==> src/hw/rtl/assert_macros.svh <==
// Assertion helpers shared by the RTL.
`ifndef ASSERT_MACROS_SVH
`define ASSERT_MACROS_SVH
`ifndef SYNTH
`define TDS_ASSERT(lbl, clk, rst_n, prop) \
  lbl: assert property (@(posedge clk) disable iff (!rst_n) prop) else $error("%m failed");
`define TDS_ASSERT_NEVER(lbl, clk, rst_n, cond) \
  lbl: assert property (@(posedge clk) disable iff (!rst_n) !(cond)) else $error("%m failed");
`else
`define TDS_ASSERT(lbl, clk, rst_n, prop)
`define TDS_ASSERT_NEVER(lbl, clk, rst_n, cond)
`endif
`endif

==> src/hw/rtl/tds_pkg.sv <==
`default_nettype none
package tds_pkg;
  localparam int MaxRows = 64;
  localparam int RowW    = $clog2(MaxRows);
  localparam int CntW    = $clog2(MaxRows + 1);
  localparam int DivSteps = 48;
  localparam int DivCntW  = $clog2(DivSteps + 1);

  localparam logic [1:0] StatusOk       = 2'd0;
  localparam logic [1:0] StatusZeroPiv  = 2'd1;
  localparam logic [1:0] StatusOverflow = 2'd2;

  typedef struct packed {
    logic signed [31:0] lower;
    logic signed [31:0] main;
    logic signed [31:0] upper;
    logic signed [31:0] rhs;
    logic               last;
  } row_t;

  typedef struct packed {
    logic               start;
    logic signed [31:0] num;
    logic signed [31:0] den;
  } div_req_t;

  typedef enum logic [3:0] {
    S_IDLE, S_MUL_U, S_MUL_R, S_PIVOT, S_DIVGO, S_DIVWAIT, S_STORE,
    S_BS_READ, S_BS_MUL, S_BS_OUT
  } back_state_e;

  function automatic logic signed [31:0] sat32(input logic signed [49:0] x);
    if (x > 50'sd2147483647) return 32'sh7fffffff;
    if (x < -50'sd2147483648) return 32'sh80000000;
    return x[31:0];
  endfunction

  // Q16.16 product rescale, round half up
  function automatic logic signed [47:0] qrnd(input logic signed [63:0] p);
    logic signed [63:0] t;
    t = p + 64'sd32768;
    return t[63:16];
  endfunction
endpackage
`default_nettype wire

==> src/hw/rtl/tds_front.sv <==
`default_nettype none
module tds_front import tds_pkg::*; (
  input  wire logic clk_i,
  input  wire logic rst_ni,
  input  wire logic push,
  output logic      full,
  input  wire row_t row_i,
  output logic      row_valid_o,
  output row_t      row_o,
  input  wire logic row_take_i
);
  row_t       fifo_q [2];
  logic       wr_q, rd_q;
  logic [1:0] cnt_q;
  logic       wr_en, rd_en;

  assign full        = cnt_q == 2'd2;
  assign row_valid_o = cnt_q != 2'd0;
  assign row_o       = fifo_q[rd_q];
  assign wr_en       = push && !full;
  assign rd_en       = row_take_i && row_valid_o;

  always_ff @(posedge clk_i or negedge rst_ni) begin
    if (!rst_ni) begin
      wr_q  <= 1'b0;
      rd_q  <= 1'b0;
      cnt_q <= '0;
    end else begin
      if (wr_en) wr_q <= !wr_q;
      if (rd_en) rd_q <= !rd_q;
      cnt_q <= cnt_q + {1'b0, wr_en} - {1'b0, rd_en};
    end
  end

  always_ff @(posedge clk_i) begin
    if (wr_en) fifo_q[wr_q] <= row_i;
  end
endmodule
`default_nettype wire

==> config.mk <==
export PLATFORM = sky130hd
export DESIGN_NAME = tds_front
export DESIGN_NICKNAME = d
export VERILOG_FILES = /design/src/hw/rtl/assert_macros.svh /design/src/hw/rtl/tds_pkg.sv /design/src/hw/rtl/tds_front.sv
export SDC_FILE = /design/constraint.sdc
export NUM_CORES = 1
export LEC_CHECK = 0
export ABC_CLOCK_PERIOD_IN_PS = 7600
export CAP_MARGIN = 10
export CORE_MARGIN = 2
export CORE_UTILIZATION = 35
export CTS_BUF_LIST = sky130_fd_sc_hd__clkbuf_4 sky130_fd_sc_hd__clkbuf_8
export DETAILED_ROUTE_END_ITERATION = 12
export DONT_BUFFER_PORTS = 1
export PLACE_DENSITY = 0.6
export REMOVE_ABC_BUFFERS = 1
export SETUP_SLACK_MARGIN = 0.05
export SLEW_MARGIN = 15
export SYNTH_ARGS = -nofsm -noshare
export SYNTH_HDL_FRONTEND = slang
export SYNTH_SLANG_ARGS = --single-unit
==> constraint.sdc <==
create_clock -name clk_i -period 7.6 [get_ports clk_i]
set_input_delay 0.76 -clock clk_i [delete_from_list [all_inputs] [get_ports clk_i]]
set_output_delay 0.76 -clock clk_i [all_outputs]
set_load 0.02 [all_outputs]
---- After elaboration in Yosys (flattened, before gate mapping) ----
Memory sizes are Yosys's and may differ from the RTL's.
Cells that the tools add are included.
cells by class
  equality and inequality tests ........... 1
  add/sub/neg operators ................... 2
  muxes and demuxes ....................... 2
  reduce and logical (&&, ||, !) cells .... 6
operator list
  kind                                         count
  1-bit zero test                              3
  2-bit by 1-bit adder with 2-bit output       1
  2-bit equality test (second input constant)  1
  1-bit logical AND                            2
  1-bit two-way mux                            2
  2-bit nonzero test                           1
  2-bit by 1-bit subtractor with 2-bit output  1
word-level totals
  register bits after elaboration ......... 4
  memories ................................ 1
  bits of input ports ..................... 133
  logic and storage cells ................. 15
  output and inout port bits .............. 131
  memory bits (writable) .................. 258
memory list
  memory  depth  bits a word  rd ports  clocked after memory_dff  write ports  line             RTL
  fifo_q  2      129          1         0                         1            tds_front.sv:12  row_t fifo_q [2];

---- Longest topological paths before layout ----
Gate-level depths: netlist of run 1.
  depth after elaboration ................. 5
  mapped depth ............................ 7
  mapped depth without buffers ............ 7

---- Least setup slack after synthesis of run 1 ----
No wires, ideal clock.
  path type ............................... input-to-reg
  start point ............................. input port push
  end point ............................... memory fifo_q[0][0] (netlist name), enable pin
  stages .................................. 2
  required time ........................... 6.981 ns
  setup time .............................. 0.619 ns
  slack ................................... 0.768 ns
  arrival time ............................ 6.213 ns
  path buffers ............................ 0
  cells stage by stage .................... nand2_1 -> nor2_1
on the way
  word-level cells in the longest chain between the ends .. 3
ends and longest elaborated chain
  element                                  line             RTL
  start, declared                          tds_front.sv:5   input wire logic push,
  1-bit logical AND                        tds_front.sv:20  assign wr_en = push && !full;
  1-bit two-way mux                        tds_front.sv:36  if (wr_en) fifo_q[wr_q] <= row_i;
  1-bit two-way mux (not written as such)  tds_front.sv:36
  end, declared                            tds_front.sv:12
No other way between the ends.

==> results of run 1 <==
## timing repair
action / CTS / global route
setup endpoints to repair: 0 / 0
hold buffers: 1 / 0
endpoints found under the hold margin: 4 / 0
setup buffers: 0 / 0
## kinds of logic after synthesis
| logic type | share of synthesized area, % |
|---|---|
| buffers and inverters | 1.496 |
| AND/OR/NAND/NOR | 0.3413 |
| flip-flops | 82.30 |
| XOR/XNOR | 0.3675 |
| multiplexers | 15.23 |
| adder cells (fa/ha/maj) | 0.2624 |
## synth_stat cells
library cell | number | area (um^2)
edfxtp_1 | 258 | 7747
dfrtp_1 | 4 | 100.1
mux2_2 | 129 | 1453
and3_1 | 1 | 6.260
nand2_1 | 1 | 3.750
buf_2 | 3 | 15.01
or2_2 | 1 | 6.260
xor2_1 | 1 | 8.760
and2_1 | 1 | 6.260
buf_4 | 1 | 7.510
nand2b_1 | 1 | 6.260
inv_1 | 2 | 7.510
nor2_1 | 1 | 3.750
buf_6 | 10 | 112.6
xnor2_1 | 3 | 26.28
ha_1 | 2 | 25.02
## worst paths after layout
kind	startpoint	cells past startpoint	endpoint
worst max-delay path	rd_q	2	row_o[35]
min in group asynchronous	rst_ni	1	cnt_q[1]
worst min-delay path	row_i[62]	0	fifo_q[1][62]
max in group asynchronous	rst_ni	1	rd_q
worst max register to register	cnt_q[1]	3	fifo_q[1][40]
worst min register to register	cnt_q[0]	1	cnt_q[0]
## metal layers
layer	wire length [um]	part of all wire, %	up-vias	global-route usage (%)
met1	5889	34	1939	11.70
met3	2352	14	51	6.640
met2	8344	48	207	18.82
met5	0	0	-	0
met4	661	3.8	0	5.909
li1	-	-	1744	-
## worst reg2reg max path, delay by kind of cell, from the launching register on
family | cells | cell delay (ns)
DFF | 1 | 0.40
buffers and inverters | 1 | 0.89
and+or+nand+nor | 2 | 0.95
## state kept, by name, indices dropped and copies added, names as in the netlist
name    count
wr_q        1
cnt_q       2
rd_q        1
fifo_q    258
## layout make-up
| cell class | instances | area, um^2 |
|---|---|---|
| Tap cell | 341 | 426.7 |
| Fill cell | 2369 | 16110 |
| Clock inverter | 20 | 166.4 |
| Multi-Input combinational cell | 141 | 1558 |
| Clock buffer | 58 | 716.9 |
| Timing Repair Buffer | 5 | 40.04 |
| Inverter | 2 | 7.507 |
| Sequential cell | 262 | 7851 |
## power groups by stage
| stage | sequential [mW] | combinational [mW] | clock (mW) |
|---|---|---|---|
| 3_5_place_dp | 2.16 | 1.22 | 0 |
| 4_1_cts | 2.13 | 1.23 | 1.28 |
| 3_3_place_gp | 2.14 | 1.20 | 0 |
| 5_1_grt | 2.16 | 1.27 | 1.34 |
| 2_1_floorplan | 2.20 | 1.01 | 0 |
| 6_report | 2.12 | 1.20 | 1.23 |
## per-stage QoR
stage	area [um^2]	setup WS, ns	hold WS, ns
after floorplan	9400	0.7681	0.4608
after global placement	9873	4.533	0.4647
after detailed placement	9873	4.457	0.4647
after CTS	10770	3.842	0.2676
after global routing	10770	3.740	0.2645
final	10770	3.964	0.3154
==> impl_metrics.json, run 1 <==
{
  "crit_type": "reg2out",
  "numCtsBuffers": 44,
  "synth.avg_cell_area_um2": 22.76,
  "io_pins": 264,
  "clk_path_buf_depth": 3,
  "p_sw_mw": 1.478,
  "crit_slowest_cell": "dfrtp_4",
  "power.density_nw_per_um2": 422.9,
  "post-dp-hpwl_mm": 11.05,
  "grt_pass1_wl_mm": 24.85,
  "post_drt_wl_per_cell_um": 20.80,
  "utilization_pct": 40.06,
  "worstPathArrival_ns": 2.88,
  "areaGrowthSynthToFinish_pct": 12.91,
  "p_int_mw": 3.076,
  "synth-seq-area-share_pct": 82.30,
  "max_freq_mhz": 275.0,
  "fin_tns_setup_ns": 0,
  "p_leak_nw": 3.487,
  "ant_nets": 0,
  "core_um2": 26880,
  "antenna_found_initial": 0,
  "p_total_mw": 4.553,
  "ys_warn_count": 0,
  "wl_mm": 17.25,
  "combPwrFrac_pct": 26.4,
  "cp_cell_sequence": "buf_4 > mux2_2",
  "post_cts_resized": 0,
  "period_needed_ns": 3.636,
  "clk_pin_slew_ns": 0.06,
  "critPathMaxStageDelay_ns": 0.98,
  "grt_pass1_vias": 4238,
  "critical-path-top-delay-family": "flip-flops",
  "layout_commonest_cell": "edfxtp_1",
  "place_congestion": 0.7042,
  "nNetsFinal": 591,
  "rows": 60,
  "port_buffers": 0,
  "dpl.cell_count": 750,
  "crit_path_start_kind": "flip-flop",
  "seqPwrFrac_pct": 46.5,
  "die_area_um2": 28580,
  "hold_viol": 0,
  "cp.required_ns": 6.84,
  "setup_violations": 0,
  "die_h_um": 169.1,
  "fp.dieW_um": 169.1,
  "clkPwrFrac_pct": 27.1,
  "hold_path.class": "in2reg",
  "peakVddDrop_mv": 0.2221,
  "vias_per_cell": 4.754,
  "antenna-diode-count": 0,
  "synth_cell_types": 16,
  "swShare_pct": 32.45,
  "ys_ff_latch": 262,
  "synthCells": 419,
  "start_util_pct": 35.48,
  "fin_crit_sh_pct": 47.84,
  "cts-root-buf": "clkbuf_8",
  "drtPass1Iterations": 4,
  "most-common-layout-cells": "edfxtp_1 (258), mux2_2 (129), clkbuf_8 (45), clkbuf_4 (13), clkinv_1 (11)",
  "cts_tree": "yes",
  "grt_max_degree": 68,
  "drtIter0Drc": 194,
  "r2r_setup_slack_ns": 4.95,
  "rsz0062_at_grt": "no",
  "clk_latency_ns": 0.53,
  "critPathBufInv": 1,
  "maxSlewHeadroom_pct": 35.89,
  "cp-end-kind": "output pin",
  "synth_area_um2": 9535,
  "htreeDepth": 2,
  "worst_pin_slew_ns": 0.9617,
  "route.detailed.drc": 0,
  "gr-total-overflow": 0,
  "report.final.slew_viol_count": 0,
  "critPathMaxFanout": 67,
  "grt_use_total_pct": 11.49,
  "drv_cap": 0,
  "finClkSkew_ns": 0.01988,
  "instances_no_fill": 829,
  "status": "finished, final reports clean",
  "drive_gt1_share_pct": 41.80,
  "cts_sinks": 262,
  "vias": 3941
}
(Power assumes the default switching activity.)
==> inputs of run 2 (changes only) <==
ABC_CLOCK_PERIOD_IN_PS = 3700   (was 7600)
clock period = 3.7 ns   (was 7.6 ns; I/O delays follow)
==> run 2 against run 1 <==
Compared with the run above: design area increased by 12%; worst hold slack got worse by 0.21 ns; die area unchanged; first-iteration DRC count increased by 25%; clock skew decreased by 0.0075 ns; cell count increased by 15%; via count increased by 12%; count of clock-buffer cells in the layout decreased by 2; sequential power increased by 100%; combinational power increased by 130%; largest power group unchanged.
==> impl_metrics.json, run 2 (synthesis results as in run 1) <==
{
  "post_drt_wl_per_cell_um": 19.02,
  "largest_reg_flops": 258,
  "reg2reg_from": "cnt_q[1]",
  "antenna_found_initial": 0,
  "rsz0062_at_grt": "no",
  "grt_use_total_pct": 12.33,
  "most-common-layout-cells": "edfxtp_1 (258), dlygate4sd3_1 (130), mux2_2 (129), clkbuf_8 (42), clkbuf_4 (14)",
  "grt_max_degree": 86,
  "cp.required_ns": 3.33,
  "htreeDepth": 2,
  "period_needed_ns": 2.601,
  "clk_path_buf_depth": 3,
  "cts-root-buf": "clkbuf_8",
  "finClkSkew_ns": 0.01237,
  "whs_endpoint": "wr_q",
  "hold_path.class": "in2reg",
  "wl_mm": 18.19,
  "route.detailed.drc": 0,
  "seqPwrFrac_pct": 45.8,
  "hold_ws_ns": 0.1046,
  "cp-end-kind": "output pin",
  "swShare_pct": 33.20,
  "fin_tns_setup_ns": 0,
  "p_int_mw": 6.236,
  "vias_per_cell": 4.614,
  "cts_setup_buffers": 0,
  "r2r_end": "fifo_q[1][13]",
  "hold_depth": 2,
  "cts_sinks": 262,
  "critPathMaxFanout": 39,
  "power.density_nw_per_um2": 777.7,
  "port_buffers": 0,
  "grt_use_met1_pct": 13.81,
  "peakVddDrop_mv": 0.4406,
  "drive_gt1_share_pct": 33.06,
  "io_pins": 264,
  "p_leak_nw": 3.998,
  "grt_pass1_vias": 4902,
  "nNetsFinal": 719,
  "areaGrowthSynthToFinish_pct": 25.90,
  "setup_violations": 0,
  "rows": 60,
  "top_register": "fifo_q",
  "cts_tree": "yes",
  "hold_start": "push",
  "report.final.slew_viol_count": 0,
  "core_um2": 26880,
  "maxSlewHeadroom_pct": 24.63,
  "start_util_pct": 35.48,
  "fp.dieW_um": 169.1,
  "combPwrFrac_pct": 29.1,
  "r2r_cells": 3,
  "status": "finished, final reports clean",
  "grt.met3_usage_pct": 5.237,
  "ant_nets": 0,
  "p_sw_mw": 3.100,
  "numCtsBuffers": 42,
  "max_freq_mhz": 384.4,
  "clkPwrFrac_pct": 25.1,
  "drtIter0Drc": 243,
  "r2r_setup_slack_ns": 1.57,
  "reg.largest.list": "fifo_q x258, cnt_q x2",
  "met2_usage_pct": 20.67,
  "clk_latency_ns": 0.53,
  "fin_crit_sh_pct": 70.31,
  "busiest_layer": "met2",
  "fill_cells": 2274,
  "drv_cap": 0,
  "worst_pin_slew_ns": 1.131,
  "worstPathArrival_ns": 2.23,
  "grt_pass1_wl_mm": 27.30,
  "gr-total-overflow": 0,
  "post-dp-hpwl_mm": 11.20,
  "hold_viol": 0,
  "die_h_um": 169.1,
  "drtPass1Iterations": 4,
  "die_area_um2": 28580,
  "crit_path_start_kind": "flip-flop",
  "vias": 4411,
  "clk_pin_slew_ns": 0.06,
  "p_total_mw": 9.336,
  "place_congestion": 0.7148,
  "layout_commonest_cell": "edfxtp_1",
  "crit_type": "reg2out"
}
[run 2: layout make-up]
| type | count | area (um^2) | area share [%] |
|---|---|---|---|
| repair buffers | 135 | 1364 | 11.36 |
| inverters | 2 | 7.507 | 0.06253 |
| multi-input cells | 141 | 1558 | 12.98 |
| clock inverters | 18 | 112.6 | 0.9380 |
| well taps | 341 | 426.7 | 3.554 |
| diodes | 1 | 2.502 | 0.02084 |
| clock buffers | 56 | 683.2 | 5.690 |
| flip-flops and latches | 262 | 7851 | 65.40 |
[run 2: power groups by stage]
stage | clock network (mW) | logic, mW | registers [mW]
floorplan | 0 | 2.08 | 4.51
global placement | 0 | 2.58 | 4.31
detailed placement | 0 | 2.62 | 4.34
CTS | 2.42 | 2.77 | 4.28
global route | 2.56 | 2.87 | 4.34
finish | 2.34 | 2.72 | 4.28
[run 2: worst max-delay path by stage]
stage	startpoint	endpoint	slack [ns]	cells past startpoint
5_1_grt	rd_q	row_o[68]	0.97	2
2_1_floorplan	cnt_q[1]	fifo_q[0][0]	-2.87	3
3_5_place_dp	cnt_q[1]	fifo_q[1][48]	1.58	3
6_report	rd_q	row_o[68]	1.10	2
4_1_cts	rd_q	row_o[68]	1.04	2
3_3_place_gp	cnt_q[1]	fifo_q[1][83]	1.65	3
[run 2: through the flow]
| stage | setup WS, ns | area [um^2] | util (%) | std cells |
|---|---|---|---|---|
| 2_1_floorplan | -2.867 | 9400 | - | 405 |
| 3_3_place_gp | 1.645 | 9906 | 36.86 | 751 |
| 3_5_place_dp | 1.578 | 9906 | 36.86 | 751 |
| 4_1_cts | 1.040 | 12000 | 44.66 | 955 |
| 5_1_grt | 0.9732 | 12000 | 44.66 | 955 |
| 6_report | 1.099 | 12010 | 44.67 | 956 |
[run 2: critical path: stages (launching register included)]
cell and delay (ns):
dfrtp_4 0.67, buf_4 0.50, mux2_2 0.47
[run 2: repair_timing]
action | 4_1_cts | 5_1_grt
hold buffers | 130 | 0
gates resized for setup | 0 | 0
hold endpoints to repair | 262 | 0
[run 2: layer usage]
metal / part of all wire, % / wire (um) / vias up
met4: 2.9 / 529 / 0
met1: 37 / 6768 / 2160
li1: - / - / 2005
met2: 50 / 9139 / 203
met5: 0 / 0 / -
met3: 9.6 / 1750 / 43
==> inputs of run 3 (changes only) <==
ABC_AREA = 1   (was unset)
ABC_CLOCK_PERIOD_IN_PS = 2500   (was 3700)
clock period = 2.5 ns   (was 3.7 ns; I/O delays follow)
==> run 3 against run 2 <==
Compared with the run above: synthesized cell count is 69% higher; register-to-register slack worse by 0.84 ns; cell count is 29% higher; first-iteration DRC count is 25% higher; count of clock-buffer cells in the layout is 5 higher; clock power is 51% higher; global-route usage is 1.5 points higher; worst hold slack better by 0.27 ns; clock skew hardly changed; sequential share of layout area is 0.87 points lower; synthesized area is 1.2% higher; total power is 54% higher; critical endpoint is now row_o[34]; largest cell class unchanged; highest routed layer unchanged.
==> impl_metrics.json, run 3 <==
{
  "crit_path_start_kind": "flip-flop",
  "fin_area_um2": 12170,
  "numCtsBuffers": 43,
  "r2r_cells": 4,
  "most-common-layout-cells": "nand2_1 (400), edfxtp_1 (258), dlygate4sd3_1 (133), clkbuf_8 (48), clkbuf_4 (13)",
  "hold_depth": 1,
  "busiest_layer": "met2",
  "worstPathArrival_ns": 1.92,
  "synth_top_area_share_pct": 80.32,
  "fp.dieW_um": 170.0,
  "vias": 5668,
  "synthTopCellsByArea": "edfxtp_1 (80%), nand2_1 (16%), buf_6 (1.3%)",
  "p_total_mw": 14.34,
  "setup_violations": 0,
  "fin_crit_sh_pct": 86.66,
  "cp-end-kind": "output pin",
  "synth.avg_cell_area_um2": 13.64,
  "post-dp-hpwl_mm": 11.93,
  "async_reset_ff_share_pct": 1.527,
  "finalWorstSetupSlack_ns": 0.3336,
  "synthCells": 707,
  "gr-total-overflow": 0,
  "wl_mm": 20.80,
  "post_drt_wl_per_cell_um": 16.83,
  "cts_tree": "yes",
  "hold_path.class": "in2reg",
  "clk_path_buf_depth": 3,
  "areaGrowthSynthToFinish_pct": 26.14,
  "die_area_um2": 28900,
  "rsz0062_at_grt": "no",
  "vias_per_cell": 4.586,
  "synth_area_um2": 9646,
  "whs_endpoint": "fifo_q[1][123]",
  "clk_pin_slew_ns": 0.06,
  "r2r_end": "fifo_q[1][38]",
  "synth_cell_types": 12,
  "grt_pass1_wl_mm": 30.84,
  "synth_edf_count": 258,
  "layout_commonest_cell": "nand2_1",
  "drive_gt1_share_pct": 8.949,
  "finClkSkew_ns": 0.01232,
  "p_int_mw": 8.777,
  "period_needed_ns": 2.166,
  "port_buffers": 0,
  "power.density_nw_per_um2": 1179,
  "top_register": "fifo_q",
  "peakVddDrop_mv": 0.7091,
  "synthTopCellsByCount": "nand2_1 (400), edfxtp_1 (258), buf_2 (16)",
  "synth_top_cell_by_area": "edfxtp_1",
  "r2r_setup_slack_ns": 0.73,
  "critPathMaxFanout": 49,
  "core_um2": 27030,
  "grt_max_degree": 131,
  "seqPwrFrac_pct": 43.3,
  "max_freq_mhz": 461.6,
  "swShare_pct": 38.79,
  "drtPass1Iterations": 4,
  "ys_ff_latch": 262,
  "drv_cap": 0,
  "cts-root-buf": "clkbuf_8",
  "p_leak_nw": 4.758,
  "place_congestion": 0.6900,
  "ys_warn_count": 0,
  "ant_nets": 0,
  "report.final.slew_viol_count": 0,
  "route.detailed.drc": 0,
  "p_sw_mw": 5.562,
  "synth-seq-area-share_pct": 81.36,
  "dpl.cell_count": 1027,
  "hold_viol": 0,
  "crit_type": "reg2out",
  "clkPwrFrac_pct": 24.7,
  "io_pins": 264,
  "post-place-ws_ns": 0.7359,
  "clk_latency_ns": 0.53,
  "grt_use_total_pct": 13.83,
  "reg2reg_from": "cnt_q[1]",
  "cp.required_ns": 2.25,
  "maxSlewHeadroom_pct": 54.80,
  "instances_no_fill": 1236,
  "start_util_pct": 35.69,
  "cts_setup_buffers": 0,
  "rows": 60,
  "synth.most_common_cell": "nand2_1",
  "dpl-instance-area_um2": 10010,
  "die_h_um": 170.0,
  "combPwrFrac_pct": 32.1,
  "ys.flop_type": "edfxtp_1",
  "worst_pin_slew_ns": 0.6780,
  "grt_use_met1_pct": 15.56,
  "grt.met3_usage_pct": 5.581,
  "cts_sinks": 262,
  "reg.largest.list": "fifo_q x258, cnt_q x2",
  "grt_pass1_vias": 5660,
  "status": "finished, final reports clean",
  "met2_usage_pct": 23.51,
  "htreeDepth": 2,
  "largest_reg_flops": 258,
  "hold_start": "row_i[123]",
  "drtIter0Drc": 303,
  "antenna_found_initial": 1,
  "nNetsFinal": 999,
  "fill_cells": 2363,
  "fin_tns_setup_ns": 0
}
run 3: cell count changes in the layout (fill, tap and decap cells not counted), sizes merged, moves of 2 or more:
cell / delta
mux2: -129
clkbuf: +5
clkinvlp: -2
nand2: +399
nand3: +3
dlygate4sd3: +3
xnor2: -3
buf: +3
inv: +7
run 3: logic make-up (layout without fill, tap and decap cells):
kind of cell             after synthesis  count (layout)  synth area share [%]
adder cells (fa/ha/maj)                2               2                0.2594
buffers and inverters                 39             226                 2.620
flip-flops                           262             262                 81.36
other                                  0               1                     0
AND/OR/NAND/NOR                      404             404                 15.76
run 3: how the worst max path moves through the flow:
| stage | start | to | slack (ns) |
|---|---|---|---|
| after detailed placement | rd_q | row_o[47] | 0.74 |
| after global placement | rd_q | row_o[120] | 0.73 |
| after floorplan | cnt_q[1] | fifo_q[1][0] | -4.04 |
| after global routing | rd_q | row_o[95] | 0.15 |
| after CTS | rd_q | row_o[84] | 0.15 |
| final | rd_q | row_o[34] | 0.33 |
run 3: routing by layer:
layer / up-vias / part of all wire, %
met5: - / 0
met4: 0 / 2.6
met3: 42 / 9.0
met2: 200 / 50
met1: 2724 / 39
li1: 2702 / -
run 3: critical path, cell delays in order, from the launching register on:
cell,delay (ns)
dfrtp_4,0.51
inv_6,0.28
buf_12,0.29
nand2_1,0.08
nand2_1,0.20
run 3: power groups by stage:
| stage | Sequential, mW | Combinational [mW] | Clock (mW) |
|---|---|---|---|
| CTS | 6.20 | 4.71 | 3.65 |
| detailed placement | 6.29 | 4.50 | 0 |
| global placement | 6.27 | 4.48 | 0 |
| floorplan | 6.53 | 3.19 | 0 |
| finish | 6.20 | 4.60 | 3.54 |
| global route | 6.29 | 5.05 | 3.86 |
run 3: repair_timing:
item	in CTS	in global routing
endpoints found under the hold margin	264	0
endpoints found under the setup margin	0	1
resized for setup	0	1
hold buffers	133	0
run 3: layout make-up:
cell class	count	area, um^2	area share [%]
clock inverters	14	61.31	0.5039
diodes	1	2.502	0.02057
clock buffers	61	758.2	6.232
well taps	341	426.7	3.507
flip-flops and latches	262	7851	64.53
multi-input cells	406	1553	12.76
repair buffers	141	1466	12.05
inverters	10	47.55	0.3908
run 3: stage by stage:
stage	hold slack, ns	utilization (%)
detailed placement	-0.04530	37.04
finish	0.3720	45.02
global placement	-0.04532	37.04
floorplan	-0.04559	-
CTS	0.3222	45.00
global route	0.3287	45.02
